### config.mk
export PLATFORM = sky130hd
export DESIGN_NAME = power_supply_reply_parser
export DESIGN_NICKNAME = d
export VERILOG_FILES = /design/src/design/psrp_pkg.sv /design/src/design/power_supply_reply_parser.sv /design/src/design/psrp_decode.sv
export SDC_FILE = /design/constraint.sdc
export NUM_CORES = 1
export LEC_CHECK = 0
export BUFFER_PORTS_ARGS = -buffer_cell sky130_fd_sc_hd__buf_2
export CORE_UTILIZATION = 55
export CTS_CLUSTER_SIZE = 12
export DETAILED_ROUTE_END_ITERATION = 8
export GPL_TIMING_DRIVEN = 0
export MAX_ROUTING_LAYER = met4
export PLACE_DENSITY = 0.78
export SLEW_MARGIN = 20
export SYNTH_ARGS = -nofsm -noshare
export SYNTH_HDL_FRONTEND = slang
export SYNTH_SLANG_ARGS = --single-unit
### constraint.sdc
create_clock -name clock -period 6.85 [get_ports clock]
set_clock_uncertainty 0.15 [all_clocks]
set_input_delay 1.37 -clock clock [delete_from_list [all_inputs] [get_ports clock]]
set_output_delay 1.37 -clock clock [all_outputs]
set_load 0.03 [all_outputs]
### src/design/psrp_pkg.sv
`timescale 1ns / 1ps
`default_nettype none
// ----------------------------------------------------------------------------
// psrp_pkg
// Shared constants, types and hex helpers for the power supply reply parser.
// ----------------------------------------------------------------------------
package psrp_pkg;

   localparam int FRAME_BYTES_DEF = 64;

   // byte offsets inside the reply frame
   localparam int POS_START     = 0;
   localparam int POS_RETCODE   = 8;
   localparam int POS_CMD_HI    = 11;
   localparam int POS_CMD_LO    = 12;
   localparam int POS_STATUS    = 17;
   localparam int POS_STATUS_LS = 20;
   localparam int POS_READING   = 23;
   localparam int POS_READ_LS   = 38;

   localparam int MIN_HEADER_LEN   = 14;
   localparam int MIN_READBACK_LEN = 39;

   localparam logic [7:0] CHR_TILDE = 8'h7E;
   localparam logic [7:0] CHR_ZERO  = 8'h30;
   localparam logic [7:0] CHR_ONE   = 8'h31;
   localparam logic [7:0] CHR_A_UC  = 8'h41;

   // outcome codes
   localparam logic [2:0] OUT_UPDATED    = 3'd0;
   localparam logic [2:0] OUT_OTHER_CMD  = 3'd1;
   localparam logic [2:0] OUT_BAD_HEADER = 3'd2;
   localparam logic [2:0] OUT_DEV_ERROR  = 3'd3;
   localparam logic [2:0] OUT_SHORT_READ = 3'd4;

   // status word bits
   localparam int ST_ON_BIT    = 14;
   localparam int ST_FAULT_BIT = 15;
   localparam int ST_LOAD_BIT  = 11;
   localparam int ST_WATER_BIT = 9;
   localparam int ST_IGBT_BIT  = 10;
   localparam int ST_DOOR_BIT  = 6;

   typedef logic [7:0] char_type;

   typedef struct packed {
      logic [2:0]  outcome;
      logic        update;
      logic [31:0] current;
      logic [31:0] voltage;
      logic [5:0]  flags;
   } decode_type;

   // {valid, value} of one ascii hex digit
   function automatic logic [4:0] hex_digit(input char_type c);
      logic [4:0] r;
      r = 5'd0;
      if (c >= 8'h30 && c <= 8'h39) begin
         r = {1'b1, c[3:0]};
      end else if ((c >= 8'h61 && c <= 8'h66) || (c >= 8'h41 && c <= 8'h46)) begin
         r = {1'b1, c[3:0] + 4'd9};
      end
      return r;
   endfunction

   // digits taken up to the first non-hex character
   function automatic logic [31:0] parse_hex8(input char_type [7:0] s);
      logic [31:0] v;
      logic        run;
      logic [4:0]  d;
      v   = 32'd0;
      run = 1'b1;
      for (int i = 0; i < 8; i++) begin
         d = hex_digit(s[i]);
         if (run && d[4]) begin
            v = {v[27:0], d[3:0]};
         end else begin
            run = 1'b0;
         end
      end
      return v;
   endfunction

   function automatic logic [15:0] parse_hex4(input char_type [3:0] s);
      logic [15:0] v;
      logic        run;
      logic [4:0]  d;
      v   = 16'd0;
      run = 1'b1;
      for (int i = 0; i < 4; i++) begin
         d = hex_digit(s[i]);
         if (run && d[4]) begin
            v = {v[11:0], d[3:0]};
         end else begin
            run = 1'b0;
         end
      end
      return v;
   endfunction

endpackage
`default_nettype wire

### src/design/power_supply_reply_parser.sv
`timescale 1ns / 1ps
`default_nettype none
// ----------------------------------------------------------------------------
// power_supply_reply_parser
// Collects an ascii power supply reply word by word and decodes it at the
// last word into an outcome plus stored current, voltage and status flags.
// ----------------------------------------------------------------------------
// Takes one reply byte per clock unless a frame's last word waits for a busy
// result register: each accepted word sits in an input register, where it is
// captured into the frame state and, on the last word of a frame, the frame is
// checked and decoded into the result register, which a last word thus reaches
// through the input register. Words that close no frame give no result; the
// output register lets next-frame bytes in while a result waits to be taken.
module power_supply_reply_parser #(
   parameter int FRAME_BYTES = psrp_pkg::FRAME_BYTES_DEF
) (
   input  wire logic        clock,
   input  wire logic        reset,
   input  wire logic        req_valid,
   output logic             req_ready,
   input  wire logic [7:0]  req_rx_byte,
   input  wire logic        req_last_byte,
   output logic             rsp_valid,
   input  wire logic        rsp_ready,
   output logic [2:0]       rsp_outcome,
   output logic [31:0]      rsp_current_bits,
   output logic [31:0]      rsp_voltage_bits,
   output logic [5:0]       rsp_status_flags
);

   localparam int POS_W = $clog2(FRAME_BYTES + 1);

   // input register
   logic       s1_valid_ff;
   logic [7:0] s1_byte_ff;
   logic       s1_last_ff;
   logic       s1_go;
   logic       out_free;

   // frame state
   logic [POS_W-1:0]          pos_ff, pos_in;
   logic                      zero_ff, zero_in;
   psrp_pkg::char_type [3:0]  hdr_ff, hdr_in;
   psrp_pkg::char_type [3:0]  stat_ff, stat_in;
   psrp_pkg::char_type [15:0] read_ff, read_in;
   logic [POS_W-1:0]          offset;
   logic [POS_W-1:0]          rd_offset;

   // stored readback
   logic [31:0] cur_ff;
   logic [31:0] volt_ff;
   logic [5:0]  flags_ff;

   // result register
   logic        rsp_valid_ff;
   logic [2:0]  outcome_ff;
   logic [31:0] cur_out_ff;
   logic [31:0] volt_out_ff;
   logic [5:0]  flags_out_ff;

   psrp_pkg::decode_type dec;

   assign out_free  = !rsp_valid_ff || rsp_ready;
   assign s1_go     = s1_valid_ff && (!s1_last_ff || out_free);
   assign req_ready = !s1_valid_ff || s1_go;

   always_ff @(posedge clock) begin
      if (reset) begin
         s1_valid_ff <= 1'b0;
      end else if (req_ready) begin
         s1_valid_ff <= req_valid;
      end
      if (req_valid && req_ready) begin
         s1_byte_ff <= req_rx_byte;
         s1_last_ff <= req_last_byte;
      end
   end

   // capture of the registered word into the frame state
   always_comb begin
      pos_in    = pos_ff;
      zero_in   = zero_ff;
      hdr_in    = hdr_ff;
      stat_in   = stat_ff;
      read_in   = read_ff;
      offset    = pos_ff - POS_W'(psrp_pkg::POS_STATUS);
      rd_offset = pos_ff - POS_W'(psrp_pkg::POS_READING);
      if (!zero_ff) begin
         if (s1_byte_ff == 8'd0) begin
            zero_in = 1'b1;
         end else if (pos_ff < POS_W'(FRAME_BYTES)) begin
            pos_in = pos_ff + POS_W'(1);
            if (pos_ff == POS_W'(psrp_pkg::POS_START)) begin
               hdr_in[0] = s1_byte_ff;
            end else if (pos_ff == POS_W'(psrp_pkg::POS_RETCODE)) begin
               hdr_in[1] = s1_byte_ff;
            end else if (pos_ff == POS_W'(psrp_pkg::POS_CMD_HI)) begin
               hdr_in[2] = s1_byte_ff;
            end else if (pos_ff == POS_W'(psrp_pkg::POS_CMD_LO)) begin
               hdr_in[3] = s1_byte_ff;
            end else if (pos_ff >= POS_W'(psrp_pkg::POS_STATUS) &&
                         pos_ff <= POS_W'(psrp_pkg::POS_STATUS_LS)) begin
               stat_in[offset[1:0]] = s1_byte_ff;
            end else if (pos_ff >= POS_W'(psrp_pkg::POS_READING) &&
                         pos_ff <= POS_W'(psrp_pkg::POS_READ_LS)) begin
               read_in[rd_offset[3:0]] = s1_byte_ff;
            end
         end
      end
   end

   psrp_decode #(
      .FRAME_BYTES (FRAME_BYTES)
   ) u_decode (
      .header_chars  (hdr_in),
      .status_chars  (stat_in),
      .reading_chars (read_in),
      .frame_len     (pos_in),
      .result        (dec)
   );

   always_ff @(posedge clock) begin
      if (reset) begin
         pos_ff   <= '0;
         zero_ff  <= 1'b0;
         hdr_ff   <= '0;
         stat_ff  <= '0;
         read_ff  <= '0;
         cur_ff   <= '0;
         volt_ff  <= '0;
         flags_ff <= '0;
      end else if (s1_go) begin
         hdr_ff  <= hdr_in;
         stat_ff <= stat_in;
         read_ff <= read_in;
         if (s1_last_ff) begin
            pos_ff  <= '0;
            zero_ff <= 1'b0;
            if (dec.update) begin
               cur_ff   <= dec.current;
               volt_ff  <= dec.voltage;
               flags_ff <= dec.flags;
            end
         end else begin
            pos_ff  <= pos_in;
            zero_ff <= zero_in;
         end
      end
   end

   always_ff @(posedge clock) begin
      if (reset) begin
         rsp_valid_ff <= 1'b0;
      end else if (s1_go && s1_last_ff) begin
         rsp_valid_ff <= 1'b1;
      end else if (rsp_ready) begin
         rsp_valid_ff <= 1'b0;
      end
      if (s1_go && s1_last_ff) begin
         outcome_ff   <= dec.outcome;
         cur_out_ff   <= dec.update ? dec.current : cur_ff;
         volt_out_ff  <= dec.update ? dec.voltage : volt_ff;
         flags_out_ff <= dec.update ? dec.flags : flags_ff;
      end
   end

   assign rsp_valid        = rsp_valid_ff;
   assign rsp_outcome      = outcome_ff;
   assign rsp_current_bits = cur_out_ff;
   assign rsp_voltage_bits = volt_out_ff;
   assign rsp_status_flags = flags_out_ff;

   // a shown result always matches the stored readback
   a_rsp_matches_store: assert property (@(posedge clock) disable iff (reset)
      rsp_valid_ff |-> (cur_out_ff == cur_ff && volt_out_ff == volt_ff &&
                        flags_out_ff == flags_ff))
      else $error("result differs from stored readback");

   // a new result only follows a last word leaving the input register
   a_rsp_from_last: assert property (@(posedge clock) disable iff (reset)
      (s1_go && s1_last_ff) |=> rsp_valid_ff)
      else $error("frame end gave no result");

   a_frame_restart: assert property (@(posedge clock) disable iff (reset)
      (s1_go && s1_last_ff) |=> (pos_ff == '0 && !zero_ff))
      else $error("frame state not cleared at frame end");

   a_pos_bound: assert property (@(posedge clock) disable iff (reset)
      pos_ff <= POS_W'(FRAME_BYTES))
      else $error("byte position beyond frame size");

   a_store_only_on_update: assert property (@(posedge clock) disable iff (reset)
      !(s1_go && s1_last_ff && dec.update) |=> $stable(cur_ff) && $stable(volt_ff))
      else $error("readback changed without an updating frame");

endmodule
`default_nettype wire

### src/design/psrp_decode.sv
`timescale 1ns / 1ps
`default_nettype none
// ----------------------------------------------------------------------------
// psrp_decode
// Frame checks and field decode for one completed reply frame.
// ----------------------------------------------------------------------------
module psrp_decode #(
   parameter int FRAME_BYTES = psrp_pkg::FRAME_BYTES_DEF
) (
   input  wire psrp_pkg::char_type [3:0]              header_chars,
   input  wire psrp_pkg::char_type [3:0]              status_chars,
   input  wire psrp_pkg::char_type [15:0]             reading_chars,
   input  wire logic [$clog2(FRAME_BYTES + 1) - 1:0]  frame_len,
   output psrp_pkg::decode_type                       result
);

   localparam int LEN_W = $clog2(FRAME_BYTES + 1);

   psrp_pkg::char_type [7:0] cur_order;
   psrp_pkg::char_type [7:0] volt_order;
   logic [15:0]              status_word;

   // byte pairs taken in reverse order
   always_comb begin
      for (int k = 0; k < 4; k++) begin
         cur_order[2*k]      = reading_chars[6 - 2*k];
         cur_order[2*k + 1]  = reading_chars[7 - 2*k];
         volt_order[2*k]     = reading_chars[14 - 2*k];
         volt_order[2*k + 1] = reading_chars[15 - 2*k];
      end
   end

   assign status_word = psrp_pkg::parse_hex4(status_chars);

   always_comb begin
      result.current = psrp_pkg::parse_hex8(cur_order);
      result.voltage = psrp_pkg::parse_hex8(volt_order);
      result.flags   = {status_word[psrp_pkg::ST_DOOR_BIT],
                        status_word[psrp_pkg::ST_IGBT_BIT],
                        status_word[psrp_pkg::ST_WATER_BIT],
                        status_word[psrp_pkg::ST_LOAD_BIT],
                        status_word[psrp_pkg::ST_FAULT_BIT],
                        ~status_word[psrp_pkg::ST_ON_BIT]};
      result.update  = 1'b0;
      if (header_chars[0] != psrp_pkg::CHR_TILDE ||
          frame_len < LEN_W'(psrp_pkg::MIN_HEADER_LEN)) begin
         result.outcome = psrp_pkg::OUT_BAD_HEADER;
      end else if (header_chars[1] != psrp_pkg::CHR_ZERO) begin
         result.outcome = psrp_pkg::OUT_DEV_ERROR;
      end else if (header_chars[2] != psrp_pkg::CHR_ONE ||
                   header_chars[3] != psrp_pkg::CHR_A_UC) begin
         result.outcome = psrp_pkg::OUT_OTHER_CMD;
      end else if (frame_len < LEN_W'(psrp_pkg::MIN_READBACK_LEN)) begin
         result.outcome = psrp_pkg::OUT_SHORT_READ;
      end else begin
         result.outcome = psrp_pkg::OUT_UPDATED;
         result.update  = 1'b1;
      end
   end

endmodule
`default_nettype wire
# Word-level counts from Yosys, hierarchy flattened
# Cells that the tools add are included.
dict set report word_totals {
  in_bits 13
  wordCells 448
  ff_bits 354
  out_inout_bits 75
}
dict set report op_classes {
  order_cmp 131
  n_reduce_logical 118
  bitwise 1
  eq_ne 7
  muxes 129
  n_addsub 23
}
# op count
set op_table {}
lappend op_table {{$mux W128} 9}
lappend op_table {{$mux W32} 15}
lappend op_table {{$ge A8 B7 Y1 const B} 40}
lappend op_table {{$le A8 B7 Y1 const B} 40}
lappend op_table {{$mux W5} 40}
lappend op_table {{$ge A8 B6 Y1 const B} 20}
lappend op_table {{$le A8 B6 Y1 const B} 20}
lappend op_table {{$bwmux W128} 1}
lappend op_table {{$logic_and A1 B1 Y1} 84}
lappend op_table {{$add A4 B4 Y4 const B} 20}
lappend op_table {{$mux W8} 10}
lappend op_table {{$mux W24} 3}
lappend op_table {{$mux W16} 4}
lappend op_table {{$mux W28} 2}
lappend op_table {{$mux W20} 2}
lappend op_table {{$mux W12} 3}
lappend op_table {{$bwmux W32} 1}
lappend op_table {{$demux W8 S4} 1}
lappend op_table {{$mux W7} 4}
lappend op_table {{$mux W1} 27}
lappend op_table {{$logic_or A1 B1 Y1} 25}
lappend op_table {{$eq A7 B4 Y1 const B} 3}
lappend op_table {{$demux W8 S2} 1}
lappend op_table {{$ne A8 B6 Y1 const B} 2}
lappend op_table {{26 further kinds} 32}

# Longest topological paths before layout
# Gate-level depths: netlist (run 1).
dict set report depth {
  depth_word 36
  depth_mapped 26
  depth_no_buf 21
}

# Cells and area by module
# Synthesis (run 1) repeated with hierarchy kept, for this count alone.
dict set report unflattened {
  hier_cells 2441
  hier_area_um2 22819.4
}
# module seq_area_each_um2 cells_per_inst area_per_inst_um2 n_inst
set by_module_without_submodules {}
lappend by_module_without_submodules {power_supply_reply_parser 7907.6 1529 17023.8 1}
lappend by_module_without_submodules {psrp_decode 0.0 912 5795.6 1}

# Least setup slack after synthesis (run 1)
# Ideal clock, no wire load.
dict set report synth_path {
  kind {reg2reg}
  start {register pos_ff[1]}
  end {register volt_out_ff[22], in the netlist rsp_voltage_bits[22], data pin}
  slack_ns 1.557
  required_time_ns 6.430
  arrival_ns 4.873
  period_less_slack_ns 5.293
  path_buffers 3
  setup_ns 0.270
  stages_incl_launch_ff 24
  path_cell_list {dfxtp_1 -> buf_2 -> inv_1 -> ha_1 -> nor3_2 -> o22a_1 -> o2111ai_2 -> buf_6 -> buf_6 -> nor3_1 -> mux2i_2 -> inv_1 -> ha_1 -> nor2_1 -> o21ai_0 -> nor4_1 -> a211oi_4 -> o2bb2ai_2 -> mux2_2 -> nor3_2 -> a211oi_1 -> o21ai_0 -> a21oi_1 -> a21oi_1}
}
# item line_no
set synth_lines {}
lappend synth_lines {{start: declaration} power_supply_reply_parser.sv:41} ;# logic [POS_W-1:0] pos_ff, pos_in;
lappend synth_lines {{start signal: assignment} power_supply_reply_parser.sv:145} ;# pos_ff <= pos_in;
lappend synth_lines {{end signal: assignment} power_supply_reply_parser.sv:162} ;# volt_out_ff <= dec.update ? dec.voltage : volt_ff;
lappend synth_lines {{end: declaration} power_supply_reply_parser.sv:58} ;# logic [31:0] volt_out_ff;

# Final worst setup path (run 1)
dict set report layout_path {
  start {register s1_byte_ff[3]}
  end {register flags_ff[3]}
}
dict set report layout_via {
  elab_chain_cells 22
  word_cells_on_any_way 95
  classes_between {add/sub: 2; order compare: 26; eq/ne: 4; mux: 41; reduce/logical: 22}
}
# item line_no
set layout_lines {}
lappend layout_lines {{start: declaration} power_supply_reply_parser.sv:35} ;# logic [7:0] s1_byte_ff;
lappend layout_lines {{start signal: assignment} power_supply_reply_parser.sv:74} ;# s1_byte_ff <= req_rx_byte;
lappend layout_lines {{$bwmux W32} power_supply_reply_parser.sv:103} ;# stat_in[offset[1:0]] = s1_byte_ff;
lappend layout_lines {{$mux W32} power_supply_reply_parser.sv:101} ;# end else if (pos_ff >= POS_W'(psrp_pkg::POS_STATUS) &&
lappend layout_lines {{$mux W32} power_supply_reply_parser.sv:99} ;# end else if (pos_ff == POS_W'(psrp_pkg::POS_CMD_LO)) begin
lappend layout_lines {{$mux W32} power_supply_reply_parser.sv:97} ;# end else if (pos_ff == POS_W'(psrp_pkg::POS_CMD_HI)) begin
lappend layout_lines {{$mux W32} power_supply_reply_parser.sv:95} ;# end else if (pos_ff == POS_W'(psrp_pkg::POS_RETCODE)) begin
lappend layout_lines {{$mux W32} power_supply_reply_parser.sv:93} ;# if (pos_ff == POS_W'(psrp_pkg::POS_START)) begin
lappend layout_lines {{$mux W32} power_supply_reply_parser.sv:91} ;# end else if (pos_ff < POS_W'(FRAME_BYTES)) begin
lappend layout_lines {{$mux W32} power_supply_reply_parser.sv:89} ;# if (s1_byte_ff == 8'd0) begin
lappend layout_lines {{[... 6 more ...]} -}
lappend layout_lines {{$mux W1} psrp_pkg.sv:92} ;# if (run && d[4]) begin
lappend layout_lines {{$logic_and A1 B1 Y1} psrp_pkg.sv:92}
lappend layout_lines {{$mux W1} psrp_pkg.sv:92}
lappend layout_lines {{$logic_and A1 B1 Y1} psrp_pkg.sv:92}
lappend layout_lines {{$mux W1} psrp_pkg.sv:92}
lappend layout_lines {{$logic_and A1 B1 Y1} psrp_pkg.sv:92}
lappend layout_lines {{$mux W16} psrp_pkg.sv:92}
lappend layout_lines {{$mux W6 (*)} -}
lappend layout_lines {{end signal: assignment} power_supply_reply_parser.sv:142} ;# flags_ff <= dec.flags;
lappend layout_lines {{end: declaration} power_supply_reply_parser.sv:52} ;# logic [5:0] flags_ff;
# Every way passes the cells marked *; elsewhere a longest branch is shown, timed or not.
# A chain may end at the register's enable or synchronous reset.

==> insert_results.sql, run 1 <==
INSERT INTO impl_metrics (metric_group, metric, value, unit) VALUES
('logic_synthesis', 'synthesis.area', '23300', 'µm²'),
('final_layout', 'nFillCells', '3660', ''),
('final_layout', 'final_layout_size_suffix_gt1_share', '12.9', '%'),
('clock_network', 'tritoncts', 'yes', ''),
('global_routing', 'grt_pass1_vias', '22500', ''),
('final_layout', 'layoutNonFillerInstCount', '3602', ''),
('worst_setup_path', 'worstReg2RegEnd', 'flags_ff[3]', ''),
('logic_synthesis', 'ys_async_sr_fraction', '0', '%'),
('pwr', 'peakVddDrop', '0.231', 'mV'),
('logic_synthesis', 'syn_area_per_cell', '8.08', 'µm²'),
('final_layout', 'synthToLayoutAreaGrowth', '12.4', '%'),
('pwr', 'power.static_leakage', '9.38', 'nW'),
('global_routing', 'grt_total_ovfl', '0', ''),
('timing', 'slew_headroom', '16.4', '%'),
('logic_synthesis', 'number_of_instances_in_the_synthesized_netlist', '2889', ''),
('drt', 'drt_drc_violations_left', '0', ''),
('pwr', 'seq_power_share', '44.2', '%'),
('min_path', 'min_from', 'volt_ff[7]', ''),
('timing', 'fin_crit_share', '105', '%'),
('drt', 'detail-route-antenna-nets', '0', ''),
('clock_network', 'cts.clk_slew.worst_paths', '0.06', 'ns'),
('timing', 'fin_worst_hold_slack', '0.301', 'ns'),
('logic_synthesis', 'ys_warn_count', '0', ''),
('worst_setup_path', 'worstSetupStartpointType', 'flip-flop', ''),
('global_routing', 'grtUsageTotal', '45.0', '%'),
('worst_setup_path', 'worstSetupPathType', 'flip-flop to flip-flop', ''),
('timing', 'final-setup-viol-count', '4', ''),
('timing', 'max_clock_freq', '139', 'MHz'),
('clock_network', 'tritoncts_num_sinks', '354', ''),
('floorplanning', 'die_w', '208', 'µm'),
('placement', 'dp.final_hpwl', '72000', 'µm'),
('pwr', 'share_comb_of_total_power', '9.6', '%'),
('placement', 'dp_cells', '3517', ''),
('worst_setup_path', 'r2r-start', 's1_byte_ff[3]', ''),
('final_layout', 'nets', '3119', ''),
('pwr', 'areal_power_density_over_the_cells', '190', 'nW/µm²'),
('run_status', 'violations_in_the_final_reports', 'negative setup slack', ''),
('timing', 'finalMaxSlewViolations', '0', ''),
('pwr', 'swShare', '26.8', '%'),
('clock_network', 'htreeDepth', '2', ''),
('floorplanning', 'dieArea', '43300', 'µm²'),
('pwr', 'pwr-share-clk', '46.2', '%'),
('placement', 'preCtsSetupSlack', '-0.154', 'ns'),
('logic_synthesis', 'synth.yosys.seq_area_share', '33.9', '%'),
('clock_network', 'clock_tree.root_cell', 'clkbuf_16', ''),
('worst_setup_path', 'critPathArrivalTime', '7.56', 'ns'),
('timing', 'final_hold_viol_count', '0', ''),
('run', 'maxCapViolations', '0', ''),
('worst_setup_path', 'critPathMaxFanout', '10', ''),
('worst_setup_path', 'endpoint_kind', 'flip-flop', ''),
('timing', 'fin_crit', '7.22', 'ns'),
('floorplanning', 'design.portCount', '88', ''),
('logic_synthesis', 'yosys.area.top_type', 'dfxtp_1', ''),
('min_path', 'worst_hold_path_type', 'flip-flop to flip-flop', ''),
('logic_synthesis', 'ys_top_cells_by_area', 'dfxtp_1 23%, edfxtp_1 11%, mux2i_1 7.2%', ''),
('timing', 'setup_repair_after_global_routing_missed_its_margin', 'true', ''),
('placement', 'gpl.final_weighted_congestion', '1.08', ''),
('timing', 'tightestPinTransition', '1.25', 'ns'),
('clock_network', 'cts_inserted_buffers', '41', ''),
('floorplanning', 'design.core.area', '41900', 'µm²'),
('pwr', 'power.switching', '1.33', 'mW'),
('floorplanning', 'die_y', '208', 'µm'),
('drt', 'drt-initial-drc-count', '3434', ''),
('pwr', 'finalPower', '4.98', 'mW'),
('global_routing', 'antenna_found_initial', '1', ''),
('timing', 'timing.final.ws_setup', '-0.368', 'ns'),
('logic_synthesis', 'mappedNetlistNets', '2978', ''),
('run_status', 'run_status', 'finished, violations left', ''),
('logic_synthesis', 'yosys.cell_types.count', '124', ''),
('logic_synthesis', 'yosys_register_bits', '354', ''),
('logic_synthesis', 'post-synth-top-area-fraction', '23.3', '%');
## per-layer routing
layer / share of wire [%] / global-route usage, % / wire, µm
met5: 0 / - / 0
met4: 6.6 / 26.0 / 6500
met3: 12 / 10.7 / 11600
met2: 42 / 65.7 / 41400
met1: 39 / 56.9 / 38500
## final cells by class
class	count	area, µm²	share of cell area (%)
antenna	2	5.00	0.0191
buffer	204	917	3.50
clock buffer	56	1130	4.32
clock inverter	18	239	0.911
inverter	69	259	0.987
multi-input combinational	2262	14600	55.5
sequential	354	7910	30.1
tap	539	674	2.57
timing repair buffer	98	553	2.11
## power groups by stage
stage | logic [mW] | registers (mW) | clock network (mW)
floorplan | 0.261 | 2.24 | 0
global placement | 0.431 | 2.24 | 0
detailed placement | 0.443 | 2.24 | 0
CTS | 0.446 | 2.19 | 2.30
global route | 0.494 | 2.20 | 2.38
finish | 0.479 | 2.20 | 2.30
## sequential cells by signal, summed over array words and instances (netlist names)
signal	cells
hdr_ff	32
rsp_current_bits	32
rsp_valid	1
volt_ff	32
s1_last_ff	1
s1_valid_ff	1
flags_ff	6
rsp_voltage_bits	32
pos_ff	7
zero_ff	1
rsp_status_flags	6
stat_ff	32
cur_ff	32
read_ff	128
s1_byte_ff	8
rsp_outcome	3
## through the flow
step                      util, %  cell area (µm²)
final                        62.6            26200
after floorplan                 -            23300
after global routing         62.5            26200
after global placement       58.3            24500
after detailed placement     58.5            24500
after CTS                    61.8            25900
## worst max-delay path, cell delays in order (launching register included)
cell and delay, ns:
edfxtp_1 0.54, clkbuf_1 0.71, clkbuf_1 0.87, clkbuf_1 0.88
clkbuf_1 0.87, o21ai_0 0.47, nand2b_1 0.19, a211oi_1 0.09
a21oi_1 0.94, o21ai_0 0.57, o21ai_0 0.58, nor2_1 0.10
nor3_1 0.15
## cells in the mapped netlist, types with 38 or more instances
cell	n
clkbuf_1	124
inv_1	66
nand2_1	362
dfxtp_1	272
nor3_1	66
buf_2	56
edfxtp_1	82
a21oi_1	198
a31oi_1	50
nand4_1	38
o21ai_0	193
a211oi_1	87
nor2_1	340
ha_1	76
nand3_1	88
mux2i_1	167
## worst max-delay path by stage
stage / from / slack, ns / cells after the start / end
global placement: pos_ff[0] / -0.26 / 18 / rsp_current_bits[4]
finish: s1_byte_ff[3] / -0.37 / 12 / flags_ff[3]
global route: pos_ff[1] / -0.03 / 23 / rsp_voltage_bits[22]
floorplan: pos_ff[1] / 1.56 / 23 / rsp_voltage_bits[22]
CTS: pos_ff[0] / 0.05 / 21 / rsp_current_bits[23]
detailed placement: pos_ff[0] / -0.15 / 23 / rsp_current_bits[4]
## logic make-up after synthesis
group	synth area share (%)
and+or+nand+nor	23.5
AOI/OAI and AO/OA	23.6
DFF	33.9
buffers and inverters	5.01
muxes	8.23
adders and majority gates	4.07
xor gates and xnor gates	1.68
## cell usage in the layout (no fill, tap or decap), types with 22 or more instances in the layout
master / netlist / routed
o21ai_0: 193 / 192
edfxtp_1: 82 / 82
nand2_1: 362 / 362
clkbuf_16: 0 / 42
nor3_1: 66 / 63
nand3_1: 88 / 88
nand4_1: 38 / 38
and2_1: 22 / 22
inv_1: 66 / 66
a21oi_1: 198 / 198
a211oi_1: 87 / 85
and3_1: 22 / 22
clkbuf_1: 124 / 131
ha_1: 76 / 76
o31ai_1: 22 / 22
xnor2_1: 24 / 22
nor2_1: 340 / 337
nand2b_1: 25 / 25
dfxtp_1: 272 / 271
a31oi_1: 50 / 49
mux2i_1: 167 / 156
buf_2: 56 / 143
## what timing repair did
action | in CTS | in global routing
gates resized for setup | 2 | 52
hold endpoints to repair | 0 | 0
hold buffers | 0 | 0
buffers inserted | 0 | 8
pin swaps | 0 | 4
setup endpoints to repair | 3 | 88
Power figures use the tool's default switching activity.
==> run 2, diff against run 1 <==
--- a/config.mk
+++ b/config.mk
@@ -5,7 +5,9 @@
 export SDC_FILE = /design/constraint.sdc
 export NUM_CORES = 1
 export LEC_CHECK = 0
+export ABC_AREA = 1
 export BUFFER_PORTS_ARGS = -buffer_cell sky130_fd_sc_hd__buf_2
+export CORE_ASPECT_RATIO = 2
 export CORE_UTILIZATION = 55
 export CTS_CLUSTER_SIZE = 12
 export DETAILED_ROUTE_END_ITERATION = 8
==> run 2 against run 1 <==
  * The run now ends clean
  * Clock power is 16% lower
  * Combinational power up 39%
  * Utilization shrank 1.3 points
  * Register-to-register slack better by 1.2 ns
  * Sequential power increased by 3%
  * Final area fell by 4.0%
  * Clock-buffer cell count is 4 higher
  * Total power is 2.3% lower
  * Highest routed layer unchanged
==> insert_results.sql, run 2 <==
INSERT INTO impl_metrics (metric_group, metric, value, unit) VALUES
('min_path', 'hold_path_end', 'volt_ff[27]', ''),
('global_routing', 'grt_pass1_wl', '119000', 'µm'),
('timing', 'final-setup-viol-count', '0', ''),
('clock_network', 'tritoncts', 'yes', ''),
('pwr', 'peakVddDrop', '0.184', 'mV'),
('global_routing', 'antenna_found_initial', '1', ''),
('logic_synthesis', 'synthesis.area', '23000', 'µm²'),
('clock_network', 'cts.clk_slew.worst_paths', '0.07', 'ns'),
('final_layout', 'post_route_cell_area', '25200', 'µm²'),
('logic_synthesis', 'mappedNetlistNets', '3568', ''),
('global_routing', 'grtUsageTotal', '37.1', '%'),
('clock_network', 'hold_buffers', '0', ''),
('timing', 'tightestPinTransition', '1.23', 'ns'),
('logic_synthesis', 'number_of_instances_in_the_synthesized_netlist', '3479', ''),
('pwr', 'power.static_leakage', '13.1', 'nW'),
('placement', 'gpl.final_weighted_congestion', '1.03', ''),
('final_layout', 'final_layout_size_suffix_gt1_share', '8.91', '%'),
('placement', 'place_area', '24100', 'µm²'),
('clock_network', 'cts_inserted_buffers', '36', ''),
('floorplanning', 'core_rows', '105', ''),
('worst_setup_path', 'endpoint_kind', 'flip-flop', ''),
('final_layout', 'largest_register_ffs', '128', ''),
('logic_synthesis', 'most_frequent_cell_after_synthesis', 'nand2_1', ''),
('final_layout', 'layoutNonFillerInstCount', '4163', ''),
('floorplanning', 'die_w', '146', 'µm'),
('timing', 'setup_repair_after_global_routing_missed_its_margin', 'false', ''),
('drt', 'routed_via_density', '5.63', ''),
('timing', 'setup-tns-final', '0', 'ns'),
('clock_network', 'htreeDepth', '2', ''),
('worst_setup_path', 'worstSetupStartpointType', 'flip-flop', ''),
('worst_setup_path', 'r2r-start', 's1_byte_ff[2]', ''),
('logic_synthesis', 'main_combinational_cell_family_by_area_after_synthesis', 'simple AND/OR/NAND/NOR gates', ''),
('final_layout', 'final_common_cell', 'nand2_1', ''),
('placement', 'place.port_buffers', '86', ''),
('timing', 'fin_crit', '5.98', 'ns'),
('logic_synthesis', 'synth_xor_area_share', '1.72', '%'),
('logic_synthesis', 'post_synthesis_compound_gate_area_fraction', '15.7', '%'),
('drt', 'drt-wirelength-per-cell', '18.5', 'µm'),
('global_routing', 'grt_max_degree', '40', ''),
('worst_setup_path', 'worstSetupPathType', 'flip-flop to flip-flop', ''),
('floorplanning', 'design.core.area', '41100', 'µm²'),
('floorplanning', 'dieArea', '42600', 'µm²'),
('final_layout', 'regMostFlops', 'read_ff', ''),
('worst_setup_path', 'timing.critical_path.required', '6.97', 'ns'),
('timing', 'finalMaxSlewViolations', '0', ''),
('logic_synthesis', 'netlist_top_cells_count', '941 x nand2_1, 488 x inv_1, 349 x o21ai_0, 319 x nor2_1, 272 x dfxtp_1', ''),
('min_path', 'worst_hold_path_type', 'flip-flop to flip-flop', ''),
('timing', 'final_hold_viol_count', '0', ''),
('logic_synthesis', 'synth_fa_ha_area_share', '4.14', '%'),
('logic_synthesis', 'synth_simple_gate_area_share', '32.3', '%'),
('min_path', 'min_delay_path_depth', '2', ''),
('clock_network', 'cts_setup_buffers', '0', ''),
('logic_synthesis', 'post-synth-top-area-fraction', '23.7', '%'),
('logic_synthesis', 'yosys.cell_types.count', '64', ''),
('drt', 'drt_wl_total', '77000', 'µm'),
('timing', 'slew_headroom', '18.3', '%'),
('drt', 'drt-initial-drc-count', '1619', ''),
('logic_synthesis', 'yosys-mux-area-fraction', '0', '%'),
('logic_synthesis', 'syn_area_per_cell', '6.60', 'µm²'),
('logic_synthesis', 'yosys_register_bits', '354', ''),
('drt', 'detail-route-antenna-nets', '0', ''),
('timing', 'fin_crit_share', '87.3', '%'),
('final_layout', 'final_core_util', '61.3', '%'),
('worst_setup_path', 'reg_to_reg_slack_setup', '0.87', 'ns'),
('placement', 'dp.final_hpwl', '59200', 'µm'),
('clock_network', 'tritoncts_num_sinks', '354', ''),
('worst_setup_path', 'critPathArrivalTime', '6.10', 'ns'),
('clock_network', 'worst_skew_pair.late_latency', '0.55', 'ns'),
('logic_synthesis', 'synth_edf_count', '82', ''),
('clock_network', 'cts-root-to-sink-buffers', '3', ''),
('final_layout', 'mostFrequentLayoutCells', '941 x nand2_1, 487 x inv_1, 349 x o21ai_0, 319 x nor2_1, 272 x dfxtp_1', ''),
('clock_network', 'clock_tree.root_cell', 'clkbuf_16', ''),
('drt', 'drt_first_pass_iters', '5', ''),
('global_routing', 'grt_total_ovfl', '0', ''),
('logic_synthesis', 'ys_warn_count', '0', ''),
('worst_setup_path', 'worstReg2RegEnd', 'rsp_current_bits[1]', ''),
('global_routing', 'grt_pass1_vias', '22000', ''),
('logic_synthesis', 'yosys.area.top_type', 'dfxtp_1', ''),
('floorplanning', 'die_y', '291', 'µm'),
('floorplanning', 'floorplan.initialDensity', '55.8', '%'),
('placement', 'dp_cells', '4101', ''),
('worst_setup_path', 'critPathMaxFanout', '10', ''),
('logic_synthesis', 'ys_async_sr_fraction', '0', '%'),
('worst_setup_path', 'timing.reg2reg.worst_path_depth', '23', ''),
('logic_synthesis', 'ys_top_cells_by_area', 'dfxtp_1 24%, nand2_1 15%, edfxtp_1 11%', ''),
('logic_synthesis', 'ys_flop_type', 'dfxtp_1', ''),
('drt', 'vias', '23400', ''),
('final_layout', 'nets', '3693', ''),
('timing', 'max_clock_freq', '167', 'MHz'),
('logic_synthesis', 'synth.yosys.seq_area_share', '34.4', '%'),
('min_path', 'min_from', 'volt_ff[27]', ''),
('clock_network', 'ctsResizeCount', '0', ''),
('final_layout', 'synthToLayoutAreaGrowth', '9.73', '%'),
('pwr', 'areal_power_density_over_the_cells', '193', 'nW/µm²'),
('run_status', 'run_status', 'finished, final reports clean', ''),
('run', 'maxCapViolations', '0', ''),
('floorplanning', 'design.portCount', '88', ''),
('drt', 'drt_drc_violations_left', '0', '');
run 2: cell types whose count changed after synthesis, moves of 36 or more:
| cell | change |
|---|---|
| inv_1 | +422 |
| nor3_1 | -47 |
| mux2i_1 | -167 |
| o211ai_1 | +41 |
| o21ai_1 | +57 |
| o21ai_0 | +156 |
| a211oi_1 | -85 |
| a21oi_1 | -68 |
| nand2_1 | +579 |
| clkbuf_1 | -36 |
| nand3_1 | +129 |
| a31oi_1 | -47 |
run 2: how the worst max path moves through the flow:
| stage | to | depth (start not counted) | startpoint |
|---|---|---|---|
| floorplan | rsp_voltage_bits[3] | 29 | pos_ff[1] |
| global route | cur_ff[1] | 25 | s1_byte_ff[2] |
| global placement | rsp_current_bits[1] | 23 | s1_byte_ff[2] |
| finish | rsp_current_bits[1] | 23 | s1_byte_ff[2] |
| detailed placement | rsp_current_bits[1] | 23 | s1_byte_ff[2] |
| CTS | rsp_current_bits[1] | 23 | s1_byte_ff[2] |
run 2: kinds of logic (layout without fill, tap and decap cells):
kind of cell	after synthesis	count (layout)
buffers and inverters	671	819
XOR/XNOR	45	45
AO/OA/AOI/OAI	658	658
adder cells (fa/ha/maj)	76	76
flip-flops	354	354
other	0	1
AND/OR/NAND/NOR	1675	1675
run 2: where the power goes:
group          switching [mW]  internal, mW  total (mW)  leakage, nW
registers              0.0409          2.22        2.26         3.06
logic                   0.484         0.183       0.667         9.53
clock network           0.851          1.09        1.94        0.537
run 2: final cells by class:
| class | count | area (µm²) |
|---|---|---|
| well taps | 535 | 669 |
| plain buffers | 156 | 766 |
| fillers | 3989 | 15900 |
| multi-input cells | 2454 | 12300 |
| flip-flops and latches | 354 | 7910 |
| inverters | 515 | 1940 |
| diodes | 1 | 2.50 |
| clock inverters | 1 | 16.3 |
| repair buffers | 87 | 450 |
| clock buffers | 60 | 1090 |
run 2: per-layer routing:
metal | vias up | track usage, % | part of all wire, % | wire (µm)
met5 | - | - | 0 | 0
met4 | 0 | 32.0 | 9.8 | 7580
met3 | 409 | 4.78 | 5.9 | 4510
met2 | 959 | 63.8 | 49 | 37800
met1 | 10700 | 36.7 | 35 | 27100
li1 | 11400 | - | - | -
run 2: per-stage QoR:
stage	setup slack, ns	hold slack [ns]	power [mW]
5_1_grt	0.536	0.311	5.02
3_5_place_dp	1.05	0.288	2.95
2_1_floorplan	2.64	0.269	2.75
4_1_cts	0.998	0.301	4.86
3_3_place_gp	1.06	0.284	2.94
6_report	0.868	0.301	4.86
run 2: critical path: stages (launching register included):
cell and delay (ns):
edfxtp_1 0.87, inv_2 0.35, nand2_1 0.14, nor2_1 0.05, nand2_1 0.10, nand2_1 0.13, clkinv_4 0.18, nand2_4 0.13
nor4_4 0.20, nand2_1 0.28, clkbuf_1 0.29, o21ai_0 0.57, inv_1 0.20, ha_1 0.26, o21ai_0 0.14, nand2_1 0.06
nand3_1 0.13, inv_1 0.11, a21oi_2 0.42, nor2_4 0.14, nand2_4 0.19, clkinv_2 0.22, o211ai_1 0.21, nand3_1 0.16
